`config.mk`:
```
export PLATFORM = sky130hd
export DESIGN_NAME = codepage_to_utf8_transcoder
export DESIGN_NICKNAME = d
export VERILOG_FILES = /design/src/rtl/ctp_pkg.sv /design/src/rtl/ctp_table.sv /design/src/rtl/ctp_encode.sv /design/src/rtl/ctp_serializer.sv /design/src/rtl/codepage_to_utf8_transcoder.sv
export SDC_FILE = /design/constraint.sdc
export NUM_CORES = 2
export LEC_CHECK = 0
export ABC_CLOCK_PERIOD_IN_PS = 15900
export BUFFER_PORTS_ARGS = -buffer_cell sky130_fd_sc_hd__buf_2
export CAP_MARGIN = 20
export CORE_MARGIN = 2
export CORE_UTILIZATION = 27
export DETAILED_ROUTE_END_ITERATION = 8
export GPL_TIMING_DRIVEN = 0
export PLACE_DENSITY_LB_ADDON = 0.25
export SETUP_SLACK_MARGIN = 0.3
export SYNTH_ARGS = -nofsm -noshare
export SYNTH_HDL_FRONTEND = slang
export SYNTH_HIERARCHICAL = 1
export SYNTH_SLANG_ARGS = --single-unit
```
`constraint.sdc`:
```
create_clock -name clk -period 15.9 [get_ports clk]
set_clock_uncertainty 0.05 [all_clocks]
set_input_delay 0.795 -clock clk [delete_from_list [all_inputs] [get_ports clk]]
set_output_delay 0.795 -clock clk [all_outputs]
set_load 0.01 [all_outputs]
```
`src/rtl/ctp_pkg.sv`:
```
// ----------------------------------------------------------------------------
// ctp_pkg: shared types and constants of the code page to UTF-8 transcoder
// Holds the default Central-European code point table, the result status
// codes and the record that passes a converted character to the output stage.
// ----------------------------------------------------------------------------
package ctp_pkg;

	// Number of table entries, one for each byte value from 0x80 up.
	localparam int unsigned TABLE_DEPTH = 128;

	// Widths of the payload fields.
	localparam int unsigned BYTE_W  = 8;
	localparam int unsigned CODE_W  = 16;
	localparam int unsigned INDEX_W = 7;
	localparam int unsigned COUNT_W = 16;
	localparam int unsigned TOTAL_W = 17;
	localparam int unsigned LIMIT_W = 16;

	// Configuration register indexes.
	localparam logic CFG_OUTPUT_LIMIT = 1'b0;
	localparam logic CFG_COUNT_ONLY   = 1'b1;

	// Reset values of the configuration registers.
	localparam logic [LIMIT_W-1:0] OUTPUT_LIMIT_RESET = 16'hFFFF;
	localparam logic               COUNT_ONLY_RESET   = 1'b0;

	// Saturation value of the byte count in count-only mode.
	localparam logic [COUNT_W-1:0] COUNT_MAX = 16'hFFFF;

	// UTF-8 encoding thresholds and lead/continuation marks.
	localparam logic [CODE_W-1:0] ONE_BYTE_LIMIT = 16'h0080;
	localparam logic [CODE_W-1:0] TWO_BYTE_LIMIT = 16'h0800;
	localparam logic [BYTE_W-1:0] LEAD2_MARK     = 8'hC0;
	localparam logic [BYTE_W-1:0] LEAD3_MARK     = 8'hE0;
	localparam logic [BYTE_W-1:0] CONT_MARK      = 8'h80;

	// Status of a result.
	typedef enum logic [1:0] {
		ST_DATA        = 2'd0,
		ST_END         = 2'd1,
		ST_END_NO_ROOM = 2'd2
	} ctp_status_t;

	// One converted character: up to three bytes, or one end-of-string result.
	typedef struct packed {
		logic [2:0][BYTE_W-1:0] bytes;
		logic [1:0]             last_idx;
		ctp_status_t            status;
		logic                   trunc;
		logic [TOTAL_W-1:0]     total;
	} ctp_res_t;

	// Default Central-European code points for bytes 0x80 to 0xFF.
	localparam logic [CODE_W-1:0] DEFAULT_CODES [TABLE_DEPTH] = '{
		16'h20AC, 16'h002E, 16'h201A, 16'h002E, 16'h201E, 16'h2026, 16'h2020, 16'h2021,
		16'h002E, 16'h2030, 16'h0160, 16'h2039, 16'h015A, 16'h0164, 16'h017D, 16'h0179,
		16'h002E, 16'h2018, 16'h2019, 16'h201C, 16'h201D, 16'h2022, 16'h2013, 16'h2014,
		16'h002E, 16'h2122, 16'h0161, 16'h203A, 16'h015B, 16'h0165, 16'h017E, 16'h017A,
		16'h00A0, 16'h02C7, 16'h02D8, 16'h0141, 16'h00A4, 16'h0104, 16'h00A6, 16'h00A7,
		16'h00A8, 16'h00A9, 16'h015E, 16'h00AB, 16'h00AC, 16'h00AD, 16'h00AE, 16'h017B,
		16'h00B0, 16'h00B1, 16'h02DB, 16'h0142, 16'h00B4, 16'h00B5, 16'h00B6, 16'h00B7,
		16'h00B8, 16'h0105, 16'h015F, 16'h00BB, 16'h013D, 16'h02DD, 16'h013E, 16'h017C,
		16'h0154, 16'h00C1, 16'h00C2, 16'h0102, 16'h00C4, 16'h0139, 16'h0106, 16'h00C7,
		16'h010C, 16'h00C9, 16'h0118, 16'h00CB, 16'h011A, 16'h00CD, 16'h00CE, 16'h010E,
		16'h0110, 16'h0143, 16'h0147, 16'h00D3, 16'h00D4, 16'h0150, 16'h00D6, 16'h00D7,
		16'h0158, 16'h016E, 16'h00DA, 16'h0170, 16'h00DC, 16'h00DD, 16'h0162, 16'h00DF,
		16'h0155, 16'h00E1, 16'h00E2, 16'h0103, 16'h00E4, 16'h013A, 16'h0107, 16'h00E7,
		16'h010D, 16'h00E9, 16'h0119, 16'h00EB, 16'h011B, 16'h00ED, 16'h00EE, 16'h010F,
		16'h0111, 16'h0144, 16'h0148, 16'h00F3, 16'h00F4, 16'h0151, 16'h00F6, 16'h00F7,
		16'h0159, 16'h016F, 16'h00FA, 16'h0171, 16'h00FC, 16'h00FD, 16'h0163, 16'h02D9
	};

endpackage

```
`src/rtl/ctp_table.sv`:
```
// ----------------------------------------------------------------------------
// ctp_table: code point table
// A synchronous single-port-write, single-port-read memory with one valid bit
// per entry. An entry that was never rewritten reads as its default value.
// ----------------------------------------------------------------------------
module ctp_table #(
	parameter int unsigned TableDepth = ctp_pkg::TABLE_DEPTH,
	localparam int unsigned IdxW = $clog2(TableDepth)
) (
	input  logic                        clk,
	input  logic                        arst_n,
	input  logic                        we,
	input  logic [IdxW-1:0]             waddr,
	input  logic [ctp_pkg::CODE_W-1:0]  wdata,
	input  logic                        re,
	input  logic [IdxW-1:0]             raddr,
	output logic [ctp_pkg::CODE_W-1:0]  rcode
);

	logic [ctp_pkg::CODE_W-1:0] mem [TableDepth];
	logic [TableDepth-1:0]      written_q;
	logic [ctp_pkg::CODE_W-1:0] rdata_q;
	logic                       rvalid_q;
	logic [IdxW-1:0]            raddr_q;

	// Memory write port and registered read port.
	always_ff @(posedge clk) begin
		if (we) begin
			mem[waddr] <= wdata;
		end
		if (re) begin
			rdata_q <= mem[raddr];
			raddr_q <= raddr;
		end
	end

	// Valid bits: cleared by reset, set by the first write to an entry.
	always_ff @(posedge clk or negedge arst_n) begin
		if (!arst_n) begin
			written_q <= '0;
			rvalid_q  <= 1'b0;
		end else begin
			if (we) begin
				written_q[waddr] <= 1'b1;
			end
			if (re) begin
				rvalid_q <= written_q[raddr];
			end
		end
	end

	// An entry not yet written falls back to the default table.
	assign rcode = rvalid_q ? rdata_q : ctp_pkg::DEFAULT_CODES[raddr_q];

endmodule

```
`src/rtl/ctp_encode.sv`:
```
// ----------------------------------------------------------------------------
// ctp_encode: conversion stage
// Holds one text byte with its table read, keeps the running byte count and
// the stopped flag, and forms the UTF-8 bytes or the end-of-string result.
// ----------------------------------------------------------------------------
module ctp_encode (
	input  logic                         clk,
	input  logic                         arst_n,
	input  logic                         load,
	input  logic [ctp_pkg::BYTE_W-1:0]   load_byte,
	input  logic [ctp_pkg::CODE_W-1:0]   tbl_code,
	input  logic [ctp_pkg::LIMIT_W-1:0]  output_limit,
	input  logic                         count_only,
	output logic                         in_ready,
	output logic                         res_valid,
	output ctp_pkg::ctp_res_t            res,
	input  logic                         res_ready
);

	logic                          valid_s1;
	logic [ctp_pkg::BYTE_W-1:0]    byte_s1;
	logic [ctp_pkg::COUNT_W-1:0]   count_q;
	logic                          stopped_q;

	logic [ctp_pkg::CODE_W-1:0]    cp;
	logic [2:0][ctp_pkg::BYTE_W-1:0] enc_bytes;
	logic [1:0]                    nbytes;
	logic [ctp_pkg::COUNT_W:0]     sum;
	logic [ctp_pkg::TOTAL_W-1:0]   count_plus1;
	logic                          is_end;
	logic                          fits;
	logic                          has_res;
	logic                          adv;

	// Code point of the held byte and its UTF-8 form.
	always_comb begin
		cp = byte_s1[ctp_pkg::BYTE_W-1] ? tbl_code
			: {{(ctp_pkg::CODE_W-ctp_pkg::BYTE_W){1'b0}}, byte_s1};
		enc_bytes = '0;
		if (cp < ctp_pkg::ONE_BYTE_LIMIT) begin
			nbytes       = 2'd1;
			enc_bytes[0] = cp[7:0];
		end else if (cp < ctp_pkg::TWO_BYTE_LIMIT) begin
			nbytes       = 2'd2;
			enc_bytes[0] = ctp_pkg::LEAD2_MARK | {3'b000, cp[10:6]};
			enc_bytes[1] = ctp_pkg::CONT_MARK | {2'b00, cp[5:0]};
		end else begin
			nbytes       = 2'd3;
			enc_bytes[0] = ctp_pkg::LEAD3_MARK | {4'h0, cp[15:12]};
			enc_bytes[1] = ctp_pkg::CONT_MARK | {2'b00, cp[11:6]};
			enc_bytes[2] = ctp_pkg::CONT_MARK | {2'b00, cp[5:0]};
		end
	end

	// Room check and the result record.
	always_comb begin
		sum         = {1'b0, count_q} + {{(ctp_pkg::COUNT_W-1){1'b0}}, nbytes};
		count_plus1 = {1'b0, count_q} + {{(ctp_pkg::TOTAL_W-1){1'b0}}, 1'b1};
		fits        = sum <= {1'b0, output_limit};
		is_end      = byte_s1 == '0;
		has_res     = is_end || (!stopped_q && !count_only && fits);

		res.bytes    = enc_bytes;
		res.trunc    = 1'b0;
		res.total    = '0;
		res.status   = ctp_pkg::ST_DATA;
		res.last_idx = nbytes - 2'd1;
		if (is_end) begin
			res.bytes    = '0;
			res.last_idx = 2'd0;
			res.trunc    = stopped_q;
			if (count_only || count_q < output_limit) begin
				res.status = ctp_pkg::ST_END;
				res.total  = count_plus1;
			end else begin
				res.status = ctp_pkg::ST_END_NO_ROOM;
			end
		end
	end

	assign adv       = valid_s1 && (!has_res || res_ready);
	assign in_ready  = !valid_s1 || adv;
	assign res_valid = valid_s1 && has_res;

	// Stage register for the held byte.
	always_ff @(posedge clk or negedge arst_n) begin
		if (!arst_n) begin
			valid_s1 <= 1'b0;
		end else if (load) begin
			valid_s1 <= 1'b1;
		end else if (adv) begin
			valid_s1 <= 1'b0;
		end
	end

	always_ff @(posedge clk) begin
		if (load) begin
			byte_s1 <= load_byte;
		end
	end

	// String state: running count and stopped flag.
	always_ff @(posedge clk or negedge arst_n) begin
		if (!arst_n) begin
			count_q   <= '0;
			stopped_q <= 1'b0;
		end else if (adv) begin
			if (is_end) begin
				count_q   <= '0;
				stopped_q <= 1'b0;
			end else if (!stopped_q) begin
				if (count_only) begin
					count_q <= sum[ctp_pkg::COUNT_W] ? ctp_pkg::COUNT_MAX
						: sum[ctp_pkg::COUNT_W-1:0];
				end else if (!fits) begin
					stopped_q <= 1'b1;
				end else begin
					count_q <= sum[ctp_pkg::COUNT_W-1:0];
				end
			end
		end
	end

endmodule

```
`src/rtl/ctp_serializer.sv`:
```
// ----------------------------------------------------------------------------
// ctp_serializer: output stage
// Holds one converted character and sends its bytes one per request on the
// output stream, taking the next character as the last byte leaves.
// ----------------------------------------------------------------------------
module ctp_serializer (
	input  logic                         clk,
	input  logic                         arst_n,
	input  logic                         res_valid,
	input  ctp_pkg::ctp_res_t            res,
	output logic                         res_ready,
	output logic                         m_axis_tvalid,
	input  logic                         m_axis_tready,
	output logic [31:0]                  m_axis_tdata,
	output logic [1:0]                   m_axis_tuser,
	output logic                         m_axis_tlast
);

	logic               valid_s2;
	ctp_pkg::ctp_res_t  res_s2;
	logic [1:0]         ptr_q;
	logic               at_last;

	assign at_last   = ptr_q == res_s2.last_idx;
	assign res_ready = !valid_s2 || (m_axis_tready && at_last);

	// Beat pointer and valid flag.
	always_ff @(posedge clk or negedge arst_n) begin
		if (!arst_n) begin
			valid_s2 <= 1'b0;
			ptr_q    <= '0;
		end else if (res_valid && res_ready) begin
			valid_s2 <= 1'b1;
			ptr_q    <= '0;
		end else if (valid_s2 && m_axis_tready) begin
			if (at_last) begin
				valid_s2 <= 1'b0;
			end else begin
				ptr_q <= ptr_q + 2'd1;
			end
		end
	end

	always_ff @(posedge clk) begin
		if (res_valid && res_ready) begin
			res_s2 <= res;
		end
	end

	assign m_axis_tvalid = valid_s2;
	assign m_axis_tdata  = {6'd0, res_s2.total, res_s2.trunc, res_s2.bytes[ptr_q]};
	assign m_axis_tuser  = res_s2.status;
	assign m_axis_tlast  = at_last;

endmodule

```
`src/rtl/codepage_to_utf8_transcoder.sv`:
```
// ----------------------------------------------------------------------------
// codepage_to_utf8_transcoder: single-byte code page to UTF-8 converter
// Converts text bytes to UTF-8 through a rewritable 128-entry code point
// table and reports the string length at each zero terminator.
// ----------------------------------------------------------------------------
// Usage:
// The input stream carries text bytes (tuser 0) or table writes (tuser 1).
// Each non-zero text byte gives 1 to 3 output bytes while they fit in
// output_limit; after the first character that does not fit, the rest of the
// string is dropped. A zero byte gives one end result with the status, the
// truncation flag and the total length, and restarts the count. Table writes
// and dropped bytes give no output, nor do text bytes in count_only mode.
// A byte is held in the conversion stage register and its result in the
// output stage register before the first result is presented on the output.
// The input takes a request every cycle while the output drains and no
// character has more than one UTF-8 byte; a character leaves as one output
// beat per UTF-8 byte (1 to 3).
// The configuration port is always ready; write it only while idle.
// Reset restores the default table (per-entry valid bits clear at once),
// output_limit 65535 and count_only 0. When the receiver stalls, the output
// holds its result and the input stops after one more character is held.
// ----------------------------------------------------------------------------
module codepage_to_utf8_transcoder #(
	parameter int unsigned TableDepth = ctp_pkg::TABLE_DEPTH
) (
	input  logic        clk,
	input  logic        arst_n,
	// Input stream.
	input  logic        s_axis_tvalid,
	output logic        s_axis_tready,
	input  logic [31:0] s_axis_tdata,  // text_byte[7:0], entry_index[14:8],
	                                   // entry_code_point[30:15], zero[31]
	input  logic        s_axis_tuser,  // mode[0]
	// Output stream.
	output logic        m_axis_tvalid,
	input  logic        m_axis_tready,
	output logic [31:0] m_axis_tdata,  // out_byte[7:0], was_truncated[8],
	                                   // total_length[25:9], zero[31:26]
	output logic [1:0]  m_axis_tuser,  // status[1:0]
	output logic        m_axis_tlast,  // last
	// Configuration writes.
	input  logic        cfg_valid,
	output logic        cfg_ready,
	input  logic        cfg_index,
	input  logic [15:0] cfg_data
);

	localparam int unsigned IdxW = $clog2(TableDepth);

	logic                          accept;
	logic                          tbl_we;
	logic                          tbl_re;
	logic [ctp_pkg::CODE_W-1:0]    tbl_code;
	logic [ctp_pkg::LIMIT_W-1:0]   output_limit_q;
	logic                          count_only_q;
	logic                          res_valid;
	logic                          res_ready;
	ctp_pkg::ctp_res_t             res;

	assign accept = s_axis_tvalid && s_axis_tready;
	assign tbl_we = accept && s_axis_tuser;
	assign tbl_re = accept && !s_axis_tuser;

	// Configuration registers.
	assign cfg_ready = 1'b1;

	always_ff @(posedge clk or negedge arst_n) begin
		if (!arst_n) begin
			output_limit_q <= ctp_pkg::OUTPUT_LIMIT_RESET;
			count_only_q   <= ctp_pkg::COUNT_ONLY_RESET;
		end else if (cfg_valid && cfg_ready) begin
			case (cfg_index)
				ctp_pkg::CFG_OUTPUT_LIMIT: output_limit_q <= cfg_data;
				ctp_pkg::CFG_COUNT_ONLY:   count_only_q   <= cfg_data[0];
				default: ;
			endcase
		end
	end

	// Code point table.
	ctp_table #(
		.TableDepth(TableDepth)
	) u_table (
		.clk   (clk),
		.arst_n(arst_n),
		.we    (tbl_we),
		.waddr (s_axis_tdata[8 +: IdxW]),
		.wdata (s_axis_tdata[30:15]),
		.re    (tbl_re),
		.raddr (s_axis_tdata[IdxW-1:0]),
		.rcode (tbl_code)
	);

	// Conversion stage.
	ctp_encode u_encode (
		.clk         (clk),
		.arst_n      (arst_n),
		.load        (tbl_re),
		.load_byte   (s_axis_tdata[7:0]),
		.tbl_code    (tbl_code),
		.output_limit(output_limit_q),
		.count_only  (count_only_q),
		.in_ready    (s_axis_tready),
		.res_valid   (res_valid),
		.res         (res),
		.res_ready   (res_ready)
	);

	// Output stage.
	ctp_serializer u_serializer (
		.clk          (clk),
		.arst_n       (arst_n),
		.res_valid    (res_valid),
		.res          (res),
		.res_ready    (res_ready),
		.m_axis_tvalid(m_axis_tvalid),
		.m_axis_tready(m_axis_tready),
		.m_axis_tdata (m_axis_tdata),
		.m_axis_tuser (m_axis_tuser),
		.m_axis_tlast (m_axis_tlast)
	);

endmodule

```
==> results.sh <==
export IMPL_clkPwrFrac_pct=42.3
export IMPL_async_reset_ff_share_pct=7.29
export IMPL_maxCapViolCount=0
export IMPL_hpwlAfterDp_um=184000
export IMPL_ctsResizeCount=0
export IMPL_yosys_area_top_type_share_pct=70.0
export IMPL_final_hold_viol_count=0
export IMPL_die_w_um=585
export IMPL_comb_power_share_pct=7.6
export IMPL_crit_type="flop to flop"
export IMPL_seqPwrFrac_pct=50.1
export IMPL_hold_slack_ns=0.0846
export IMPL_fillers=32166
export IMPL_rows=213
export IMPL_final_max_slew_viol_count=0
export IMPL_seqCellArea_um2=68000
export IMPL_grt_pass1_wl_um=370000
export IMPL_synth_edff_count=2125
export IMPL_synth_compound_area_share_pct=2.22
export IMPL_finalWirelength_um=264000
export IMPL_ys_ff_latch=2292
export IMPL_ys_seq_area_share_pct=74.6
export IMPL_drt_iter0_drc=4787
export IMPL_multiInputGateArea_um2=22000
export IMPL_p_int_mw=10.4
export IMPL_clk_latency_ns=0.93
export IMPL_min_path_cells=1
export IMPL_syn_to_final_growth_pct=18.9
export IMPL_status="finished, final reports clean"
export IMPL_p_sw_mw=3.03
export IMPL_reg2reg_depth=42
export IMPL_synthFlopType="edfxtp_1"
export IMPL_root_buffer="clkbuf_16"
export IMPL_synth_simple_area_share_pct=3.37
export IMPL_r2r_start="u_table/raddr_q[0]"
export IMPL_slew_headroom_pct=16.2
export IMPL_core_area_um2=336000
export IMPL_setup_violations=0
export IMPL_drcViolationCount=0
export IMPL_die_area_um2=342000
export IMPL_drive_above_1_share_pct=34.4
export IMPL_worst_setup_path_end_kind="flop"
export IMPL_hold_buffers=1
export IMPL_antenna_found_initial=21
export IMPL_worst_slew_pin_slew_ns=1.25
export IMPL_power_density_nw_per_um2=124
export IMPL_ant_nets=0
export IMPL_avgViaCountPerCell=4.82
export IMPL_grt_total_usage_pct=15.2
export IMPL_die_h_um=585
export IMPL_startpoint_type="flop"
export IMPL_cts_htree_levels=4
export IMPL_synth_mux_area_share_pct=17.2
export IMPL_synthesis_area_um2=91100
export IMPL_crit_start="u_table/raddr_q[0]"
export IMPL_cts_sinks=2292
export IMPL_layout_worst_path_cycle_share_pct=83.0
export IMPL_period_minus_slack_ns=13.20
export IMPL_required_ns=16.63
export IMPL_swShare_pct=22.6
export IMPL_ir_drop_mv=0.103
export IMPL_hold_class="input pin to flop"
export IMPL_r2r_end="u_table/written_q[36]"
export IMPL_setup_tns_ns=0
export IMPL_synth_largest_area_cell="edfxtp_1"
export IMPL_vias=45959
export IMPL_max_stage_delay_ns=0.90
export IMPL_crit_top_cell="clkbuf_1"
export IMPL_synth_cells=4323
export IMPL_power_leakage_nw=34.9
export IMPL_port_buffers=82
export IMPL_synth_area_top_cells="edfxtp_1, mux4_2, dfrtp_1"
export IMPL_max_freq_mhz=75.8
export IMPL_avgSynthCellArea_um2=21.1
export IMPL_ys_types=83
export IMPL_cts_setup_buffers=0
export IMPL_start_util_pct=27.1
export IMPL_gp_congestion=0.884
export IMPL_rrSetupSlack_ns=2.70
export IMPL_nNetsFinal=4903
export IMPL_worstPathArrival_ns=13.93
export IMPL_numCtsBuffers=243
export IMPL_power_mw=13.4
export IMPL_cts_clk_slew_worst_paths_ns=0.06
export IMPL_yosysMostFrequentCell="edfxtp_1"
export IMPL_synth_top_family_by_area="multiplexers"
export IMPL_synthTopCellsByCount="edfxtp_1, mux4_2, nor2_1"
export IMPL_yosys_warnings=6
export IMPL_synth_adder_area_share_pct=0.599
export IMPL_grt_max_degree=97
export IMPL_wire_per_inst_um=27.7
export IMPL_rsz0062_at_grt="no"
export IMPL_grt_pass1_vias=46676
export IMPL_clockBufferDepth=4
export IMPL_crit_fanout=12
export IMPL_first_pass_iters=7
export IMPL_worstHoldStart="s_axis_tdata[7]"
export IMPL_synth_xor_area_share_pct=0.298
export IMPL_globalRouteOverflowTotal=0
export IMPL_min_to="u_encode/byte_s1[7]"
export IMPL_cts_tree="done"
export IMPL_cpMaxStageDelayCell="a2111oi_0"
export IMPL_io_pins=93
==> sequential cells by signal (all words and copies together), names as in the netlist <==
signal / flops
u_table/mem: 2048
u_table/written_q: 128
u_serializer/res_s2: 26
u_serializer/m_axis_tdata: 18
output_limit_q: 16
u_encode/count_q: 16
u_table/rdata_q: 16
u_encode/byte_s1: 8
u_table/raddr_q: 7
u_serializer/m_axis_tuser: 2
u_serializer/ptr_q: 2
count_only_q: 1
u_encode/stopped_q: 1
u_encode/valid_s1: 1
u_serializer/m_axis_tvalid: 1
u_table/rvalid_q: 1
==> cell type report <==
| cell class | count | area share, % |
|---|---|---|
| inverter | 49 | 0.170 |
| sequential | 2292 | 62.7 |
| timing repair buffer | 231 | 2.99 |
| tap | 4515 | 5.21 |
| clock buffer | 319 | 6.11 |
| multi-input combinational | 1722 | 20.3 |
| buffer | 266 | 1.28 |
| antenna | 12 | 0.0277 |
| clock inverter | 128 | 1.22 |
==> per-layer routing <==
metal  track usage, %  wire (um)  vias to the layer above
met2             24.6     125000                     1436
li1                 -          -                    18928
met4             4.14       7120                        6
met1             21.1     116000                    25227
met5                0         41                        -
met3             2.73      15500                      362
==> worst max-delay path: cells and delay by family, from the launching register on <==
family / cells / cell delay, ns
simple gates: 16 / 3.89
flops: 1 / 0.45
buf+inv: 12 / 3.84
fa+ha+maj: 4 / 1.31
compound gates: 9 / 3.29
xor+xnor: 1 / 0.23
==> metrics by stage <==
step / setup WS, ns / cell area (um^2) / cells / utilization [%]
final: 2.70 / 108000 / 9534 / 32.2
after global routing: 1.94 / 108000 / 9523 / 32.2
after CTS: 2.69 / 108000 / 9521 / 32.2
after detailed placement: 2.68 / 100000 / 9073 / 29.9
after global placement: 1.30 / 97200 / 8926 / 28.9
after floorplan: 6.66 / 91200 / 4329 / -
==> cell families after synthesis <==
logic type,count (synthesis)
DFF,2292
muxes,724
and+or+nand+nor,616
buffers and inverters,315
AOI/OAI and AO/OA,299
adders and majority gates,43
xor gates and xnor gates,31
other,3
==> placed cells by master, fill, tap and decap left out, types with 19 or more instances in the layout <==
master     count
clkinv_1      48
buf_2        150
o22ai_1       64
dfrtp_1      151
or2_2        129
nor2b_1       28
mux4_2       666
mux2i_1       30
clkbuf_8      22
edfxtp_1    2125
buf_1         31
buf_6         28
xnor2_1       19
nor2_2       119
buf_4         57
nand2_1      117
a211oi_1      28
clkinv_2      43
bufinv_16     25
buf_8         89
o21ai_0       39
nand3_1       46
clkbuf_16    245
a21oi_1       52
clkbuf_1     135
buf_16        46
inv_1         47
nor2_1        56
ha_1          42
==> how the worst max path moves through the flow <==
stage                                          endpoint  slack, ns  cells after the start
after floorplan           u_serializer/m_axis_tdata[10]       6.66                     33
after global placement           u_table/written_q[124]       1.30                     41
after detailed placement          u_table/written_q[36]       2.68                     42
after CTS                         u_table/written_q[36]       2.69                     42
after global routing              u_table/written_q[36]       1.94                     42
final                             u_table/written_q[36]       2.70                     42
==> power by group through the flow <==
stage	clock network (mW)	logic, mW	registers [mW]
after floorplan	0	0.568	6.83
after global placement	0	0.991	6.86
after detailed placement	0	1.02	6.84
after CTS	5.81	1.03	6.72
after global routing	6.04	1.09	6.72
final	5.67	1.02	6.72
Power figures use the tool's default switching activity.
